<file path="config.mk">
export PLATFORM = sky130hd
export DESIGN_NAME = arot_front
export DESIGN_NICKNAME = d
export VERILOG_FILES = /design/src/sv/arot_pkg.sv /design/src/sv/arot_front.sv
export SDC_FILE = /design/constraint.sdc
export NUM_CORES = 1
export LEC_CHECK = 0
export BUFFER_PORTS_ARGS = -buffer_cell sky130_fd_sc_hd__buf_4
export CAP_MARGIN = 5
export CORE_AREA = 5 5 81 83
export DETAILED_ROUTE_END_ITERATION = 7
export DIE_AREA = 0 0 86 88
export PLACE_DENSITY_LB_ADDON = 0.1
export SYNTH_ARGS = -nofsm -noshare
export SYNTH_HDL_FRONTEND = slang
export SYNTH_SLANG_ARGS = --single-unit
</file>
<file path="constraint.sdc">
create_clock -name vclk -period 2.8
set_clock_uncertainty 0.2 [all_clocks]
set_input_delay 0.56 -clock vclk [all_inputs]
set_output_delay 0.56 -clock vclk [all_outputs]
set_load 0.02 [all_outputs]
</file>
<file path="src/sv/arot_pkg.sv">
// Shared types, codes and widths for the address range owner table.
package arot_pkg;

  localparam int ADDR_BITS     = 48;
  localparam int OWNER_BITS    = 8;
  localparam int TABLE_ENTRIES = 64;
  localparam int QUEUE_DEPTH   = 2;

  localparam logic [1:0] REQ_ADD    = 2'd0;
  localparam logic [1:0] REQ_REMOVE = 2'd1;
  localparam logic [1:0] REQ_FIND   = 2'd2;

  localparam logic [1:0] ST_OK   = 2'd0;
  localparam logic [1:0] ST_DUP  = 2'd1;
  localparam logic [1:0] ST_FULL = 2'd2;

  typedef enum logic [1:0] {
    OP_ADD,
    OP_REMOVE,
    OP_FIND,
    OP_NOP
  } op_t;

  typedef struct packed {
    logic [1:0]            req_type;
    logic [ADDR_BITS-1:0]  address;
    logic [ADDR_BITS-1:0]  length;
    logic [OWNER_BITS-1:0] owner_id;
  } in_t;

  typedef struct packed {
    logic [1:0]            status;
    logic                  hit;
    logic [OWNER_BITS-1:0] found_owner;
  } out_t;

  typedef struct packed {
    op_t                   op;
    logic [ADDR_BITS-1:0]  address;
    logic [ADDR_BITS-1:0]  length;
    logic [OWNER_BITS-1:0] owner_id;
  } qitem_t;

endpackage

</file>
<file path="src/sv/arot_front.sv">
// Front end: accepts request items and classifies them into queue operations.
module arot_front (
  input  logic              in_valid,
  output logic              in_ready,
  input  arot_pkg::in_t     in_data,
  input  logic              q_full,
  output logic              q_push,
  output arot_pkg::qitem_t  q_item
);

  arot_pkg::op_t op;

  always_comb begin
    unique case (in_data.req_type)
      arot_pkg::REQ_ADD:    op = (in_data.length == '0) ? arot_pkg::OP_NOP : arot_pkg::OP_ADD;
      arot_pkg::REQ_REMOVE: op = arot_pkg::OP_REMOVE;
      arot_pkg::REQ_FIND:   op = arot_pkg::OP_FIND;
      default:              op = arot_pkg::OP_NOP;
    endcase
  end

  assign in_ready         = !q_full;
  assign q_push           = in_valid && !q_full;
  assign q_item.op        = op;
  assign q_item.address   = in_data.address;
  assign q_item.length    = in_data.length;
  assign q_item.owner_id  = in_data.owner_id;

endmodule

</file>
; Word level (Yosys, flattened, before mapping)
; Index checks and enable logic that the tools add are counted.
; W data, S select, Z words.
[classes]
eq_ne = 2
n_reduce_logical = 4
muxes = 2
[ops]
columns = cell, count
row1 = $logic_not A48 Y1, 1
row2 = $pmux W2 S3, 1
row3 = $eq A2 B1 Y1 const B, 1
row4 = $eq A2 B2 Y1 const B, 1
row5 = $logic_not A2 Y1, 1
row6 = $mux W2, 1
row7 = $logic_and A1 B1 Y1, 1
row8 = $logic_not A1 Y1, 1
[word_totals]
word_cells = 8
ff_bits = 0
output_inout_bits = 108
input_bits = 108

; Logic depth before layout (Yosys ltp)
[depth]
depth_word = 3
mapped_depth = 3
ltp_nobuf = 3

; Least setup slack after synthesis
; OpenSTA, ideal clock, no wires.
[synth_path]
kind = input to output
start = input port in_data[18] (netlist name)
end = output port q_item[104] (netlist name)
slack_ns = 0.258
required_time_ns = 2.040
cell_stages = 3
path_buffers = 0
arrival_time_ns = 1.782
cell_sequence = nor4_1 > nand4_1 > o41ai_1
[synth_rtl]
columns = element, line
row1 = "start, declared", arot_front.sv:5  ; input arot_pkg::in_t in_data,
row2 = "end, declared", arot_front.sv:8  ; output arot_pkg::qitem_t q_item

==> impl_metrics.yaml <==
outcome:
  status: "completed"
final_layout:
  drive_gt1_share_pct: 84.9
  clkbuf_count: 0
  synthToLayoutAreaGrowth_pct: 11.7
  n_antenna_cell: 0
  nets: 236
  seq_cells: 0
  nFillCells: 661
  final-seq-area_um2: 0
setup_path:
  end_kind: "output port"
  crit_fanout: 2
  crit_path_frequent_cell: "buf_4"
  crit_chain: "buf_4 -> nor4_1 -> nand4_1 -> o41ai_1 -> buf_4"
  cpPeakStageDelay_ns: 0.39
  worstSetupPathType: "primary input to output port"
  critPathArrivalTime_ns: 1.81
  worstPathRequired_ns: 2.04
  start_kind: "primary input"
  worst_path_max_delay_cell: "nor4_1"
floorplanning:
  die-area_mm2: 0.00757
  pin_count: 216
  die_w_um: 86
  start_util_pct: 15.8
  core_mm2: 0.00578
  rows: 28
  chipHeight_um: 88
global_route:
  grt_antenna_before_repair: 0
  groute.usage.overall_pct: 7.33
  grt_pass1_vias: 748
  grt_first_pass_wirelength_mm: 4.40
  overflow: 0
  grt_start_max_net_pins: 3
route:
  routedWlPerCell_um: 16.9
  vias: 713
  drt_wl_total_mm: 3.39
  ant_nets: 0
  drc: 0
  dr.pass1.iters: 1
  avgViaCountPerCell: 3.55
  drt_iter0_drc: 0
timing:
  fin_crit_ns: 2.57
  setup_viol: 0
  setup-tns-final_ns: 0
  hold_violations: 0
  max_slew_margin_pct: 73.7
  fmax_mhz: 389
  hold-worst-slack_ns: 0.920
  maxSlewViolCount: 0
  layout_setup_ws_ns: 0.232
  rsz0062_at_grt: "no"
  worst_pin_slew_ns: 0.390
  min_period_over_period_pct: 91.7
synthesis:
  avgSynthCellArea_um2: 7.33
  ys_seq_area_share_pct: 0
  ys_warn_count: 0
  synthDistinctLibCells: 7
  synthCells: 125
  syn_area_um2: 916
  synth_fp_nets: 233
min_path:
  min_path_type: "primary input to output port"
  hold_end: "q_item[103]"
  hold_start: "in_data[103]"
  min_path_cells: 0
power_and_ir_drop:
  power_frac_clock_pct: 0
  p_leak_uw: 0.000533
  internal_power_uw: 97.5
  finalPower_uw: 187
  ir_drop_mv: 0.0344
  pwr-share-comb_pct: 100.0
  sequentialPowerShare_pct: 0
  power_density_mw_per_mm2: 183
  switching_share_pct: 47.8
  p_switching_uw: 89.3
place:
  dp_hpwl_mm: 3.26
  port_buffers: 104
  pre_cts_ws_ns: 0.0537
  gp_congestion: 0.807
job:
  cap_violations: 0
clock_tree:
  postCtsHoldBufs: 0
==> through the flow <==
stage                     instances  instance area, um2  utilization (%)
after floorplan                 125                 916                -
after global placement          201                1020             17.6
after detailed placement        201                1020             17.6
after CTS                       201                1020             17.6
after global routing            201                1020             17.7
final                           201                1020             17.7
==> routing by layer <==
layer  vias to the layer above  routed length [um]  GRT usage, %
li1                        309                   -             -
met1                       289                 752          5.43
met2                        99                1660          13.6
met3                        16                 864          6.30
met4                         0                 110          2.59
met5                         -                   0             0
==> power groups by stage <==
stage	logic (uW)	registers [uW]	clock network, uW
after global placement	190	0	0
after detailed placement	189	0	0
final	187	0	0
after CTS	189	0	0
after floorplan	227	0	0
after global routing	199	0	0
==> critical path, delay by kind of cell <==
| family | cells | cell delay, ns |
|---|---|---|
| and+or+nand+nor | 2 | 0.59 |
| buffers and inverters | 2 | 0.33 |
| AOI/OAI and AO/OA | 1 | 0.32 |
==> Yosys cell counts <==
master   number  share of area [%]
nor4_2        1                1.4
inv_1         3                1.2
nor4_1       11                7.5
o41ai_1       2                1.9
nand4_1       3                2.0
nor2b_1       1               0.68
buf_4       104                 85
==> area by class of cell <==
cell class	count	area, um2	share of cell area [%]
Timing Repair Buffer	105	788	77.0
Tap cell	75	93.8	9.17
Inverter	3	11.3	1.10
Multi-Input combinational cell	18	130	12.7
==> placed cells by master, fill, tap and decap left out <==
cell type and count:
buf_4 105, inv_1 3, nand4_1 3, nor2b_1 1, nor4_1 10, nor4_2 2
o41ai_1 2
==> worst max path at each step <==
| stage | start | end | slack (ns) | cells after the start |
|---|---|---|---|---|
| 2_1_floorplan | in_data[18] | q_item[104] | 0.26 | 3 |
| 3_3_place_gp | in_data[19] | q_item[104] | 0.15 | 5 |
| 3_5_place_dp | in_data[19] | q_item[104] | 0.05 | 5 |
| 4_1_cts | in_data[19] | q_item[104] | 0.05 | 5 |
| 5_1_grt | in_data[41] | q_item[104] | 0.06 | 5 |
| 6_report | in_data[33] | q_item[105] | 0.23 | 5 |
==> kinds of logic after synthesis <==
family,count (synthesis),share of synthesized area (%)
buf+inv,107,86.5
simple gates,16,11.6
compound gates,2,1.91
==> repair_timing <==
action | 4_1_cts | 5_1_grt
hold endpoints to repair | 0 | 0
buffers inserted | 0 | 0
gates resized for setup | 0 | 1
setup endpoints to repair | 0 | 1
Note: power is estimated with default switching activity, not from simulation.
