[src/sv/arot_pkg.sv]
// Shared types, codes and widths for the address range owner table.
package arot_pkg;

  localparam int ADDR_BITS     = 48;
  localparam int OWNER_BITS    = 8;
  localparam int TABLE_ENTRIES = 64;
  localparam int QUEUE_DEPTH   = 2;

  localparam logic [1:0] REQ_ADD    = 2'd0;
  localparam logic [1:0] REQ_REMOVE = 2'd1;
  localparam logic [1:0] REQ_FIND   = 2'd2;

  localparam logic [1:0] ST_OK   = 2'd0;
  localparam logic [1:0] ST_DUP  = 2'd1;
  localparam logic [1:0] ST_FULL = 2'd2;

  typedef enum logic [1:0] {
    OP_ADD,
    OP_REMOVE,
    OP_FIND,
    OP_NOP
  } op_t;

  typedef struct packed {
    logic [1:0]            req_type;
    logic [ADDR_BITS-1:0]  address;
    logic [ADDR_BITS-1:0]  length;
    logic [OWNER_BITS-1:0] owner_id;
  } in_t;

  typedef struct packed {
    logic [1:0]            status;
    logic                  hit;
    logic [OWNER_BITS-1:0] found_owner;
  } out_t;

  typedef struct packed {
    op_t                   op;
    logic [ADDR_BITS-1:0]  address;
    logic [ADDR_BITS-1:0]  length;
    logic [OWNER_BITS-1:0] owner_id;
  } qitem_t;

endpackage

[src/sv/arot_fifo.sv]
// Short queue of classified items between front and back.
module arot_fifo (
  input  logic            clk,
  input  logic            rst_n,
  input  logic            push,
  input  arot_pkg::qitem_t push_item,
  input  logic            pop,
  output arot_pkg::qitem_t pop_item,
  output logic            full,
  output logic            empty
);

  localparam int IDX_BITS = $clog2(arot_pkg::QUEUE_DEPTH);
  localparam int CNT_BITS = $clog2(arot_pkg::QUEUE_DEPTH + 1);

  arot_pkg::qitem_t        slots_r [arot_pkg::QUEUE_DEPTH];
  logic [IDX_BITS-1:0]     wr_ptr_r, rd_ptr_r;
  logic [CNT_BITS-1:0]     count_r;

  assign full     = (count_r == CNT_BITS'(arot_pkg::QUEUE_DEPTH));
  assign empty    = (count_r == '0);
  assign pop_item = slots_r[rd_ptr_r];

  always_ff @(posedge clk) begin
    if (push && !full) begin
      slots_r[wr_ptr_r] <= push_item;
    end
  end

  always_ff @(posedge clk) begin
    if (!rst_n) begin
      wr_ptr_r <= '0;
      rd_ptr_r <= '0;
      count_r  <= '0;
    end else begin
      if (push && !full) begin
        wr_ptr_r <= (wr_ptr_r == IDX_BITS'(arot_pkg::QUEUE_DEPTH - 1)) ? '0 : wr_ptr_r + 1'b1;
      end
      if (pop && !empty) begin
        rd_ptr_r <= (rd_ptr_r == IDX_BITS'(arot_pkg::QUEUE_DEPTH - 1)) ? '0 : rd_ptr_r + 1'b1;
      end
      count_r <= count_r + CNT_BITS'(push && !full) - CNT_BITS'(pop && !empty);
    end
  end

endmodule

[config.mk]
export PLATFORM = sky130hd
export DESIGN_NAME = arot_fifo
export DESIGN_NICKNAME = d
export VERILOG_FILES = /design/src/sv/arot_pkg.sv /design/src/sv/arot_fifo.sv
export SDC_FILE = /design/constraint.sdc
export NUM_CORES = 1
export LEC_CHECK = 0
export BUFFER_PORTS_ARGS = -buffer_cell sky130_fd_sc_hd__buf_2
export CAP_MARGIN = 10
export CORE_ASPECT_RATIO = 0.75
export CORE_MARGIN = 2
export CORE_UTILIZATION = 50
export DETAILED_ROUTE_END_ITERATION = 8
export PLACE_DENSITY = 0.86
export SLEW_MARGIN = 20
export SYNTH_ARGS = -nofsm -noshare
export SYNTH_HDL_FRONTEND = slang
export SYNTH_SLANG_ARGS = --single-unit
[constraint.sdc]
create_clock -name clk -period 8.2 [get_ports clk]
set_clock_uncertainty 0.2 [all_clocks]
set_input_delay 0.41 -clock clk [delete_from_list [all_inputs] [get_ports clk]]
set_output_delay 0.41 -clock clk [all_outputs]
set_load 0.05 [all_outputs]
* Word-level counts from Yosys, hierarchy flattened *
Memories as Yosys holds them, arrays and structs flattened. A register that Yosys moved wholly into a read port is not among the register bits.
Cells that the tools add are included.

cells by class
  $add $sub $neg = 4
  equal/unequal tests = 1
  multiplexer cells = 6
  reduce and logical (&&, ||, !) cells = 5

operators with widths
  operator               count
  $mux W1                6
  $add A1 B1 Y1 const B  2
  $add A2 B1 Y2          1
  $eq A2 B2 Y1 const B   1
  $logic_and A1 B1 Y1    2
  $logic_not A1 Y1       2
  $logic_not A2 Y1       1
  $sub A2 B1 Y2          1

storage, ports and cells
  bits in registers = 4
  RAM bits = 212
  input port bits = 110
  output and inout port bits = 108
  word-level logic and storage cells = 20
  memories kept = 1

memories
  memory   words  width  read ports  clocked after memory_dff  wr ports  RTL line         source
  slots_r  2      106    1           1                         1         arot_fifo.sv:16  arot_pkg::qitem_t slots_r [arot_pkg::QUEUE_DEPTH];

* Logic depth before layout (Yosys ltp) *
  word-level depth = 5
  mapped depth = 8
  gate-level depth less buffers = 8

* Worst setup path before layout *
No wires, ideal clock.

  path kind = reg2reg
  from = register count_r[0]
  to = memory slots_r[0][0] (netlist bit), enable pin
  library setup time = 0.572 ns
  arrival time = 5.000 ns
  data required time = 7.428 ns
  path slack = 2.429 ns
  cell stages (with the launch flop) = 4
  path buffers = 0
  period minus slack after synthesis = 5.771 ns
  path through = dfxtp_1 -> nand2b_1 -> nand2_1 -> nor2_1

between the ends
  word-level cells in the longest chain between the ends = 5

ends and longest elaborated chain
  what                           RTL line         source
  from (decl)                    arot_fifo.sv:18  logic [CNT_BITS-1:0] count_r;
  from (signal assigned)         arot_fifo.sv:42  count_r <= count_r + CNT_BITS'(push && !full) - CNT_BITS'(pop && !empty);
  $eq A2 B2 Y1                   arot_fifo.sv:20  assign full = (count_r == CNT_BITS'(arot_pkg::QUEUE_DEPTH));
  $logic_not A1 Y1               arot_fifo.sv:25  if (push && !full) begin
  $logic_and A1 B1 Y1            arot_fifo.sv:25
  $mux W1                        arot_fifo.sv:25
  $mux W1 (implied by the code)  arot_fifo.sv:26  slots_r[wr_ptr_r] <= push_item;
  to (decl)                      arot_fifo.sv:16

Every way passes these cells.

==> results.tsv <==
metric	value	unit
area_delta_synth_final	37.8	%
netlist_area	8040	µm²
p_seq_frac	0.403	
wl_per_cell	17.9	µm
p_sw	1.30	mW
clk_pin_slew	0.06	ns
clk_latency	0.48	ns
worstPathMaxFanout	59	
die_h	114	µm
worst_pin_slew	0.949	ns
overflow	0	
required	7.59	ns
synth_xor_area_frac	0.00327	
initial_utilization	0.507	
post_cts_buffers	0	
gp_congestion	0.749	
ioPinCount	218	
dieArea	17100	µm²
final_core_util	0.699	
antenna_found_initial	0	
stdcell_count	918	
slowest_delay	0.79	ns
cts_tree	yes	
fillers	973	
clkPwrFrac	0.257	
grtUsageTotal	0.190	
clockBufferDepth	3	
ys_seq_area_frac	0.804	
antennaDiodeCount	0	
drt-total-wl	16400	µm
synth_fa_ha_area_frac	0.00311	
synth_warnings	0	
avgSynthCellArea	22.7	µm²
holdPathStages	3	
numCtsBuffers	21	
hpwl	9750	µm
place_inst	774	
p_sw_frac	0.357	
via_per_inst	4.88	
antenna_left	0	
pwr-share-comb	0.340	
r2r_setup_slack	5.60	ns
fmax	0.294	GHz
synth_top_family_by_area	multiplexers	
rr_worst_depth	3	
drc_errors	0	
htreeDepth	1	
rsz0062_at_grt	no	
cp_top_family	buffers and inverters	
status	finished clean	
cp.depth	3	
clock-sinks	217	
drt-initial-drc-count	180	
syn_nets	467	
ys_ff_latch	217	
start_kind	flip-flop	
power_per_cell_area	329	nW/µm²
hold_viol	0	
synth_compound_area_frac	0.000933	
yosysUniqueCellTypes	17	
p_int	2.34	mW
setup_tns	0	ns
via_count	4478	
power.leakage	4.28	nW
synth-simple-area-share	0.00731	
ir_drop	0.270	mV
clock-root-buffer	clkbuf_16	
path_cells	buf_4, mux2_2, buf_2	
cp_slowest_cell	dfxtp_4	
nNetsFinal	806	
post_cts_resized	0	
crit_arrival	2.79	ns
grt_pass1_vias	4922	
drive_above_1_share	0.507	
maxSlewHeadroom	0.368	
num_rows	40	
port_buffers	217	
yosys-mux-area-fraction	0.168	
syn_inst	355	
firstDrtPassIters	4	
fin_crit_sh	0.414	
grt_max_degree	64	
core_area	15900	µm²
period_needed	3.40	ns
worstSetupPathType	reg -> out	
grt_pass1_wl	25000	µm
path_buf_inv	2	
setup_viol	0	
slew_viol_final	0	
crit_path_end_kind	primary output	
floorplan.die.width	150	µm
hold_class	in -> reg	
cap_violations	0	
==> area by class of cell <==
class	instances	area [µm²]	share of cell area
flip-flops and latches	217	6470	0.584
well taps	210	263	0.0237
inverters	2	7.51	0.000677
clock inverters	14	141	0.0128
multi-input cells	124	1480	0.134
repair buffers	328	2190	0.197
clock buffers	23	533	0.0481
==> cell usage after synthesis <==
cell	number	area, µm²
edfxtp_1	212	6370
mux2_2	66	743
mux2_4	40	601
buf_2	6	30.0
buf_6	6	67.6
dfxtp_1	5	100
xnor2_1	3	26.3
and2_1	2	12.5
ha_1	2	25.0
inv_1	2	7.51
nand2_1	2	7.51
nand2b_1	2	12.5
nor2_1	2	7.51
nor2b_1	2	12.5
and3_1	1	6.26
mux2i_1	1	10.0
o21a_1	1	7.51
==> cells by family after synthesis <==
family,Yosys count
and+or+nand+nor,11
buffers and inverters,14
DFF,217
xor gates and xnor gates,3
AOI/OAI and AO/OA,1
muxes,107
adders and majority gates,2
==> metrics by stage <==
| stage | total power [mW] | instance area, µm² | worst slack [ns] | hold slack (ns) |
|---|---|---|---|---|
| after floorplan | 2.46 | 8040 | 2.43 | 0.255 |
| after global placement | 2.65 | 9340 | 5.32 | 0.308 |
| after detailed placement | 2.69 | 9340 | 5.25 | 0.337 |
| after CTS | 3.67 | 11100 | 4.74 | 0.125 |
| after global routing | 3.78 | 11100 | 4.64 | 0.138 |
| final | 3.64 | 11100 | 4.80 | 0.147 |
==> what timing repair did <==
item                       4_1_cts  5_1_grt
setup endpoints to repair        0        0
hold endpoints to repair       213        0
hold buffers                   107        0
==> flip-flops by register name, indices dropped and copies added, names as in the netlist, named ones only <==
name	flops
wr_ptr_r	1
count_r	2
slots_r	212
rd_ptr_r	1
==> layer usage <==
| metal | up-vias | global-route usage | part of all wire | wire length [µm] |
|---|---|---|---|---|
| li1 | 2080 | - | - | - |
| met3 | 29 | 0.0552 | 0.085 | 1390 |
| met4 | 0 | 0.0434 | 0.020 | 322 |
| met2 | 198 | 0.345 | 0.51 | 8400 |
| met1 | 2171 | 0.223 | 0.38 | 6330 |
| met5 | - | 0 | 0 | 0 |
==> tightest hold or removal path, delay by kind of cell <==
family / cells / cell delay [ns]
buffers and inverters: 1 / 0.11
muxes: 1 / 0.10
and+or+nand+nor: 1 / 0.15
==> final timing paths <==
check,startpoint,endpoint
worst max-delay path,flip-flop,pop_item[100]
worst min-delay path,push,wr_ptr_r
worst max register to register,count_r[0],slots_r[1][75]
worst min register to register,wr_ptr_r,wr_ptr_r
==> power by group through the flow <==
stage / sequential, mW / combinational, mW / clock [mW]
after global routing: 1.48 / 1.30 / 1.01
after floorplan: 1.46 / 0.998 / 0
final: 1.47 / 1.24 / 0.938
after global placement: 1.48 / 1.18 / 0
after detailed placement: 1.49 / 1.20 / 0
after CTS: 1.47 / 1.24 / 0.957
==> cells in the final DEF (no fill, tap or decap), types with 2 or more instances in the layout <==
| cell | instances |
|---|---|
| mux2_2 | 66 |
| buf_2 | 217 |
| clkinv_1 | 6 |
| bufinv_16 | 3 |
| clkbuf_16 | 21 |
| edfxtp_1 | 212 |
| nor2b_1 | 2 |
| buf_4 | 4 |
| and2_1 | 2 |
| ha_1 | 2 |
| inv_1 | 2 |
| mux2_4 | 40 |
| dlygate4sd3_1 | 107 |
| clkbuf_1 | 2 |
| clkinv_2 | 4 |
| dfxtp_1 | 4 |
| nand2_1 | 2 |
| nand2b_1 | 2 |
| xnor2_1 | 3 |
(Power assumes the default switching activity.)
